**config.mk**
```make
export PLATFORM = sky130hd
export DESIGN_NAME = mips_execute_alu_hilo
export DESIGN_NICKNAME = d
export VERILOG_FILES = /design/src/hdl/meah_pkg.sv /design/src/hdl/mips_execute_alu_hilo.sv
export SDC_FILE = /design/constraint.sdc
export NUM_CORES = 2
export LEC_CHECK = 0
export ABC_CLOCK_PERIOD_IN_PS = 19960
export BUFFER_PORTS_ARGS = -buffer_cell sky130_fd_sc_hd__buf_2
export CAP_MARGIN = 20
export CORE_AREA = 5 5 379 381
export DETAILED_ROUTE_END_ITERATION = 10
export DIE_AREA = 0 0 384 386
export PLACE_DENSITY = 0.63
export SYNTH_ARGS = -nofsm -noshare
export SYNTH_HDL_FRONTEND = slang
export SYNTH_SLANG_ARGS = --single-unit
export TNS_END_PERCENT = 50
```
**constraint.sdc**
```tcl
create_clock -name aclk -period 19.96 [get_ports aclk]
set_input_delay 2.994 -clock aclk [delete_from_list [all_inputs] [get_ports aclk]]
set_output_delay 2.994 -clock aclk [all_outputs]
set_load 0.005 [all_outputs]
```
**src/hdl/meah_pkg.sv**
```systemverilog
// Shared types and constants for the MIPS execute stage with HI/LO unit.
`timescale 1ns / 1ps

package meah_pkg;

    localparam int DATA_W    = 32;
    localparam int IMM_W     = 16;
    localparam int SH_W      = 5;
    localparam int CMD_W     = 5;
    localparam int S_TDATA_W = 88;
    localparam int M_TDATA_W = 40;

    // Bit positions in m_tdata
    localparam int M_WE_BIT  = 32;
    localparam int M_OVF_BIT = 33;
    localparam int M_HOV_BIT = 34;

    typedef enum logic [CMD_W-1:0] {
        CMD_ADD   = 5'd0,
        CMD_ADDU  = 5'd1,
        CMD_SUB   = 5'd2,
        CMD_AND   = 5'd3,
        CMD_OR    = 5'd4,
        CMD_XOR   = 5'd5,
        CMD_NOR   = 5'd6,
        CMD_NAND  = 5'd7,
        CMD_SLT   = 5'd8,
        CMD_SLL   = 5'd9,
        CMD_SRL   = 5'd10,
        CMD_SRA   = 5'd11,
        CMD_MULT  = 5'd12,
        CMD_MULTU = 5'd13,
        CMD_MFHI  = 5'd14,
        CMD_MFLO  = 5'd15,
        CMD_ADDI  = 5'd16,
        CMD_ADDIU = 5'd17,
        CMD_LUI   = 5'd18,
        CMD_ANDI  = 5'd19,
        CMD_ORI   = 5'd20,
        CMD_NORI  = 5'd21,
        CMD_SLTI  = 5'd22
    } cmd_t;

endpackage

```
**src/hdl/mips_execute_alu_hilo.sv**
```systemverilog
// Execute stage of a MIPS-like core: ALU, shifter and HI/LO multiplier.
//
// Input stream (s_): one instruction word per handshake. s_tuser carries the
// command code, s_tdata the operands. Output stream (m_): one result word per
// instruction, in order, with the value and its write/overflow/overwrite flags.
//
// Path: an accepted word goes into the input register, then through the
// ALU/multiplier logic into the output register that drives m_tvalid.
// Throughput: one word per cycle unless m_tready stalls; the 33x33 multiplier
// sits in the logic before the output register and writes HI/LO with it, so
// mfhi/mflo right behind a mult sees the new product.
//
// Reset (aresetn low, synchronous): both stages empty, HI, LO and the
// unread-product flag cleared.
// Stall: while m_tready is low the output word holds; one more word is still
// taken into the input register, after which s_tready drops until the
// output register drains.
`timescale 1ns / 1ps

module mips_execute_alu_hilo (
    input  logic                          aclk,
    input  logic                          aresetn,
    input  logic                          s_tvalid,
    output logic                          s_tready,
    // rs_value[31:0], rt_value[63:32], immediate[79:64], shift_amount[84:80],
    // dest_is_zero[85], zero pad[87:86]
    input  logic [meah_pkg::S_TDATA_W-1:0] s_tdata,
    // command[4:0]
    input  logic [meah_pkg::CMD_W-1:0]     s_tuser,
    output logic                          m_tvalid,
    input  logic                          m_tready,
    // result_value[31:0], write_enable[32], overflow[33], hilo_overwrite[34],
    // zero pad[39:35]
    output logic [meah_pkg::M_TDATA_W-1:0] m_tdata
);
    import meah_pkg::*;

    // input stage
    logic                in_valid_reg;
    logic [CMD_W-1:0]    in_cmd_reg;
    logic [DATA_W-1:0]   in_rs_reg;
    logic [DATA_W-1:0]   in_rt_reg;
    logic [IMM_W-1:0]    in_imm_reg;
    logic [SH_W-1:0]     in_sh_reg;
    logic                in_dz_reg;

    // output stage
    logic                out_valid_reg;
    logic [DATA_W-1:0]   out_val_reg;
    logic                out_we_reg;
    logic                out_ovf_reg;
    logic                out_hov_reg;

    // architectural state
    logic [DATA_W-1:0]   hi_reg;
    logic [DATA_W-1:0]   lo_reg;
    logic                pending_reg;

    logic [DATA_W-1:0]   hi_next;
    logic [DATA_W-1:0]   lo_next;
    logic                pending_next;
    logic [DATA_W-1:0]   val_next;
    logic                we_next;
    logic                ovf_next;
    logic                hov_next;

    logic                out_free;
    logic                advance;
    logic                s_accept;

    cmd_t                cmd;
    logic [DATA_W-1:0]   imm_sext;
    logic [DATA_W-1:0]   imm_zext;
    logic [DATA_W-1:0]   add_sum;
    logic [DATA_W-1:0]   sub_diff;
    logic [DATA_W-1:0]   addi_sum;
    logic signed [DATA_W:0]     mul_a;
    logic signed [DATA_W:0]     mul_b;
    logic signed [2*DATA_W+1:0] prod;
    logic                       mul_signed;

    assign out_free = !out_valid_reg || m_tready;
    assign advance  = in_valid_reg && out_free;
    assign s_tready = !in_valid_reg || out_free;
    assign s_accept = s_tvalid && s_tready;

    assign m_tvalid = out_valid_reg;
    assign m_tdata  = {{(M_TDATA_W - DATA_W - 3){1'b0}},
                       out_hov_reg, out_ovf_reg, out_we_reg, out_val_reg};

    // operand forms and the shared adders
    assign cmd        = cmd_t'(in_cmd_reg);
    assign imm_sext   = {{(DATA_W - IMM_W){in_imm_reg[IMM_W-1]}}, in_imm_reg};
    assign imm_zext   = {{(DATA_W - IMM_W){1'b0}}, in_imm_reg};
    assign add_sum    = in_rs_reg + in_rt_reg;
    assign sub_diff   = in_rs_reg - in_rt_reg;
    assign addi_sum   = in_rs_reg + imm_sext;
    assign mul_signed = (cmd == CMD_MULT);
    assign mul_a      = $signed({mul_signed & in_rs_reg[DATA_W-1], in_rs_reg});
    assign mul_b      = $signed({mul_signed & in_rt_reg[DATA_W-1], in_rt_reg});
    assign prod       = mul_a * mul_b;

    always_comb begin
        val_next     = '0;
        we_next      = 1'b1;
        ovf_next     = 1'b0;
        hov_next     = 1'b0;
        hi_next      = hi_reg;
        lo_next      = lo_reg;
        pending_next = pending_reg;
        case (cmd)
            CMD_ADD: begin
                val_next = add_sum;
                ovf_next = (in_rs_reg[DATA_W-1] == in_rt_reg[DATA_W-1])
                           && (add_sum[DATA_W-1] != in_rs_reg[DATA_W-1]);
            end
            CMD_ADDU:  val_next = add_sum;
            CMD_SUB: begin
                val_next = sub_diff;
                ovf_next = (in_rs_reg[DATA_W-1] != in_rt_reg[DATA_W-1])
                           && (sub_diff[DATA_W-1] != in_rs_reg[DATA_W-1]);
            end
            CMD_AND:   val_next = in_rs_reg & in_rt_reg;
            CMD_OR:    val_next = in_rs_reg | in_rt_reg;
            CMD_XOR:   val_next = in_rs_reg ^ in_rt_reg;
            CMD_NOR:   val_next = ~(in_rs_reg | in_rt_reg);
            CMD_NAND:  val_next = ~(in_rs_reg & in_rt_reg);
            CMD_SLT:   val_next = {{(DATA_W-1){1'b0}},
                                   $signed(in_rs_reg) < $signed(in_rt_reg)};
            CMD_SLL:   val_next = in_rt_reg << in_sh_reg;
            CMD_SRL:   val_next = in_rt_reg >> in_sh_reg;
            CMD_SRA:   val_next = $unsigned($signed(in_rt_reg) >>> in_sh_reg);
            CMD_MULT, CMD_MULTU: begin
                we_next      = 1'b0;
                hov_next     = pending_reg;
                hi_next      = prod[2*DATA_W-1:DATA_W];
                lo_next      = prod[DATA_W-1:0];
                pending_next = 1'b1;
            end
            CMD_MFHI: begin
                val_next     = hi_reg;
                pending_next = 1'b0;
            end
            CMD_MFLO: begin
                val_next     = lo_reg;
                pending_next = 1'b0;
            end
            CMD_ADDI: begin
                val_next = addi_sum;
                ovf_next = (in_rs_reg[DATA_W-1] == imm_sext[DATA_W-1])
                           && (addi_sum[DATA_W-1] != in_rs_reg[DATA_W-1]);
            end
            CMD_ADDIU: val_next = addi_sum;
            CMD_LUI:   val_next = {in_imm_reg, {(DATA_W - IMM_W){1'b0}}};
            CMD_ANDI:  val_next = in_rs_reg & imm_zext;
            CMD_ORI:   val_next = in_rs_reg | imm_zext;
            CMD_NORI:  val_next = ~(in_rs_reg | imm_zext);
            CMD_SLTI:  val_next = {{(DATA_W-1){1'b0}},
                                   $signed(in_rs_reg) < $signed(imm_sext)};
            default:   we_next  = 1'b0;
        endcase
        if (in_dz_reg) begin
            we_next = 1'b0;
        end
    end

    always_ff @(posedge aclk) begin
        if (!aresetn) begin
            in_valid_reg  <= 1'b0;
            out_valid_reg <= 1'b0;
            hi_reg        <= '0;
            lo_reg        <= '0;
            pending_reg   <= 1'b0;
        end else begin
            if (s_accept) begin
                in_valid_reg <= 1'b1;
            end else if (advance) begin
                in_valid_reg <= 1'b0;
            end
            if (advance) begin
                out_valid_reg <= 1'b1;
                hi_reg        <= hi_next;
                lo_reg        <= lo_next;
                pending_reg   <= pending_next;
            end else if (m_tready) begin
                out_valid_reg <= 1'b0;
            end
        end
    end

    always_ff @(posedge aclk) begin
        if (s_accept) begin
            in_cmd_reg <= s_tuser;
            in_rs_reg  <= s_tdata[DATA_W-1:0];
            in_rt_reg  <= s_tdata[2*DATA_W-1:DATA_W];
            in_imm_reg <= s_tdata[2*DATA_W+IMM_W-1:2*DATA_W];
            in_sh_reg  <= s_tdata[2*DATA_W+IMM_W+SH_W-1:2*DATA_W+IMM_W];
            in_dz_reg  <= s_tdata[2*DATA_W+IMM_W+SH_W];
        end
        if (advance) begin
            out_val_reg <= val_next;
            out_we_reg  <= we_next;
            out_ovf_reg <= ovf_next;
            out_hov_reg <= hov_next;
        end
    end

endmodule

```
# --- Word level (Yosys, flattened, before mapping) ---
# Index checks and enable logic that the tools add are counted.
# W data, S select, Z words.
classes:
  reduce_logical: 20
  mul: 1
  mux: 8
  div: 0
  n_bitwise: 10
  shift: 3
  order_cmp: 2
  n_eq_ne: 28
  addsub: 3
op_table:
  columns: ["cell", "n"]
  rows:
  - ["$pmux W32 S19", 1]
  - ["$not A32 Y32", 3]
  - ["$add A32 B32 Y32", 2]
  - ["$mul A33 B33 Y64", 1]
  - ["$eq A5 B4 Y1 const B", 8]
  - ["$eq A5 B5 Y1 const B", 7]
  - ["$and A32 B16 Y32", 1]
  - ["$and A32 B32 Y32", 1]
  - ["$lt A32 B16 Y1", 1]
  - ["$lt A32 B32 Y1", 1]
  - ["$or A32 B16 Y32", 1]
  - ["$or A32 B32 Y32", 1]
  - ["$shl A32 B5 Y32", 1]
  - ["$shr A32 B5 Y32", 1]
  - ["$sshr A32 B5 Y32", 1]
  - ["$sub A32 B32 Y32", 1]
  - ["$xor A32 B32 Y32", 1]
  - ["$reduce_or A21 Y1", 1]
  - ["$eq A5 B3 Y1 const B", 4]
  - ["$eq A5 B2 Y1 const B", 2]
  - ["$reduce_or A2 Y1", 4]
  - ["$reduce_bool A2 Y1", 3]
  - ["$eq A5 B1 Y1 const B", 1]
  - ["$logic_and A1 B1 Y1", 5]
  - ["10 further kinds", 22]
totals:
  latch_bits: 0
  word_cells: 90
  mem_count: 0
  regBits: 193
  ramBits: 0
  mem_bits_ro: 0

# --- Logic depth before layout (Yosys ltp) ---
logic_depth:
  depth_word: 5
  ltp_mapped: 32

# --- Worst setup path before layout ---
# No wires, ideal clock.
synth_path:
  path_kind: "reg-to-reg"
  start: "register in_cmd_reg[0], in the netlist cmd[0]"
  end: "register hi_reg[30]"
  arrival_time_ns: 8.620
  n_path_buf: 4
  slack_ns: 11.225
  path_stages_with_launch: 30
  synth_period_minus_slack_ns: 8.735
  cell_sequence: "edfxtp_1 > clkbuf_1 > clkbuf_1 > nor4_1 > clkbuf_1 > clkbuf_1 > and3_1 > fa_1 > fa_1 > fa_1 > inv_1 > fa_1 > inv_1 > fa_1 > fa_1 > inv_1 > fa_1 > fa_1 > inv_1 > ha_1 > a21o_1 > a21o_1 > a21oi_1 > o21ai_0 > a21oi_1 > nor2_1 > a211oi_1 > a21boi_0 > mux2i_1 > o21a_1"
synth_between:
  elab_chain_len: 3
synth_lines:
  columns: ["element", "line", "source"]
  rows:
  - ["from (decl)", "mips_execute_alu_hilo.sv:40", "logic [CMD_W-1:0] in_cmd_reg;"]
  - ["from (signal assigned)", "mips_execute_alu_hilo.sv:193", "in_cmd_reg <= s_tuser;"]
  - ["$eq A5 B4 Y1 (on tied branches)", "mips_execute_alu_hilo.sv:98, mips_execute_alu_hilo.sv:111", null]
  - ["$and A1 B1 Y1 (tied with other cells)", "mips_execute_alu_hilo.sv:99", "assign mul_a = $signed({mul_signed & in_rs_reg[DATA_W-1], in_rs_reg});"]
  - ["$mul A33 B33 Y64 / $reduce_and A2 Y1 (equally long branches)", null, null]
  - ["to (signal assigned)", "mips_execute_alu_hilo.sv:182", "hi_reg <= hi_next;"]
  - ["to (decl)", "mips_execute_alu_hilo.sv:55", "logic [DATA_W-1:0] hi_reg;"]
# Several ways; a longest one is shown, not always the timed one.
# A chain may end at the register's enable or synchronous reset.

# --- Worst setup path after layout ---
layout_path:
  start: "register in_cmd_reg[2], in the netlist cmd[2]"
  end: "register hi_reg[30]"
# Same word-level chain as after synthesis.

==> impl_results.md <==
* Max cap viols at 0
* Mapped Area at 55500 sq um
* Minimum clock period at 10.93 ns
* H-tree depth at 4
* Clock Sinks at 193
* Area Growth Syn to Fin at 5.71%
* Slew Limit Headroom at 0.153
* Post-Synthesis Cells at 6458
* Worst-Skew Late Latency at about 0.57 ns
* Status: finished, final reports clean
* Max Clk Rate at 0.0915 GHz
* Setup TNS at 0 ns
* Worst R2R Start: cmd[2]
* Crit. End Element: register
* CTS resizes at 0
* Main area contributors after synthesis: fa_1, ha_1, inv_1
* Core area at between 100000 and 150000 sq um
* Post-synth top cells: inv_1, fa_1, nand2_1
* CTS max path bufs at 2
* Hold Violations, Final at 0
* Crit-path slowest cell: fa_1
* First-pass GRT wire length at ~320000 um
* Setup ws final at 9.03 ns
* Least-Margin Pin Slew at 1.27 ns
* DRC errors left at 0
* GP Congestion at 1.01
* Post-Place Worst Slack at around 9 ns
* Routed wire length at 218000 um
* Row count at 138
* Initial antenna violation count at 15
* Flops & latches, synth at ~190
* Final HPWL DP at 169000 um
* Worst path arrival time at roughly 11 ns
* Vias at 47203
* Grt ovf at 0
* Pins Over Slew Limit at 0
* Fin nets at 7948
* Hold endpoint: lo_reg[18]
* Syn Area/Cell at 8.60 sq um
* HP Class: register to register
* Vias per cell at 5.73
* Kind of start point of the critical path: register
* Yosys cell types at 89
* RSZ-0062 raised after global routing: no
* Reg2Reg Depth at 30
* PortBufs at 131
* Clock root buffer: clkbuf_16
* Avg WL per Cell at 26.5 um
* Hold Startpoint: lo_reg[18]
* Ys Warns at 0
* Top cell type's share of synthesized area at 0.407
* # setup viols final at 0
* R2R Setup Slk at 9.03 ns
* Starting density of the core at 0.396
* First drt pass iteration count at 7
* Antenna viol nets, final at 0
* Largest net degree at the start of global routing at between 60 and 70
* Critical path class: register to register
* Die width at 384 um
* Vias in the first global route at 48630
* Die H at 386 um
* Synth area leader: fa_1
* Critical Path RT at around 20 ns
* Crit Reg-Reg Endpoint: hi_reg[30]
* GRT Overall Usage at 0.296
* Cells on Worst Hold Path at 2
* Share of layout cells above drive strength 1 at 0.0621
* Cts bufs inserted at 17
* Post-CTS Repair Setup Buffers at 0
* EDFF count, synth at ~130
* CTS clk-pin slew, worst paths at 0.09 ns
* Starting DRT DRC Count at 4751
* Layout Skew at 0.0419 ns
* Max FO, Critical Path at 22
* Synth async-reset ratio at 0
* Crit-path most repeated cell: fa_1
* Fin crit share at 0.548
* Ports at between 100 and 150
* Hold buffer count at CTS at 0
* Worst stage delay on the critical path at between 1 and 1.5 ns
* Sequential area share after synthesis at 0.0923
* Dominant synthesized flop cell: edfxtp_1
* Die ar. at approximately 150000 sq um
* CTS tree: done
* Top-count cell post-synth: inv_1
-- layout make-up --
| cell class | instances | area [sq um] |
|---|---|---|
| Timing Repair Buffer | 263 | 1670 |
| Antenna cell | 3 | 7.51 |
| Clock inverter | 15 | 229 |
| Fill cell | 14109 | 81500 |
| Tap cell | 1890 | 2360 |
| Sequential cell | 193 | 5120 |
| Inverter | 1293 | 4850 |
| Multi-Input combinational cell | 4568 | 44000 |
| Clock buffer | 17 | 425 |
-- worst max-delay path by stage --
stage                 from    endpoint  slack [ns]  cells after the start
floorplan           cmd[0]  hi_reg[30]       11.23                     29
global placement    cmd[2]  hi_reg[30]        9.09                     30
detailed placement  cmd[2]  hi_reg[30]        9.14                     30
CTS                 cmd[2]  hi_reg[30]        9.08                     30
global route        cmd[2]  hi_reg[30]        8.55                     30
finish              cmd[2]  hi_reg[30]        9.03                     30
-- stage by stage --
step                hold WS (ns)  utilization  instance area [sq um]  cells
finish                     0.472        0.419                  58700   8242
global route               0.499        0.419                  58700   8239
CTS                        0.468        0.419                  58700   8238
detailed placement         0.456        0.414                  58000   8206
global placement           0.445        0.414                  58000   8206
floorplan                  0.431            -                  55600   6462
-- cell families (layout without fill, tap and decap cells) --
logic type                 Yosys count  after routing  share of synthesized area
and+or+nand+nor                   1873           1873                      0.139
AOI/OAI and AO/OA                  949            949                      0.112
adders and majority gates         1515           1515                      0.494
other                                1              8                  0.0000675
muxes                              123            123                     0.0308
buffers and inverters             1701           1588                      0.116
DFF                                193            193                     0.0923
xor gates and xnor gates           103            103                     0.0162
-- placed cells by master (no fill, tap or decap), types with 78 or more instances in the layout --
cell,count
a21oi_1,288
mux2i_1,80
edfxtp_1,126
xnor2_1,78
buf_4,131
buf_2,131
o21ai_0,189
nor2_1,584
inv_1,1262
ha_1,387
fa_1,1128
nand2_1,984
-- routing by layer --
layer	GRT usage	up-vias	routed length (um)
met5	0	-	0
met4	0.157	0	14100
met3	0.0606	528	21800
met2	0.454	2466	95200
met1	0.394	24312	87000
li1	-	19897	-
-- critical path: cells and delay by family (launching register included) --
family / cells / cell delay [ns]
AO/OA/AOI/OAI: 8 / 1.86
adder cells (fa/ha/maj): 9 / 5.42
buffers and inverters: 7 / 1.64
flip-flops: 1 / 0.69
multiplexers: 1 / 0.15
AND/OR/NAND/NOR: 5 / 1.02
Power is not shown: default switching activity piles up to over one toggle a cycle in this logic, so the estimate is an artifact.
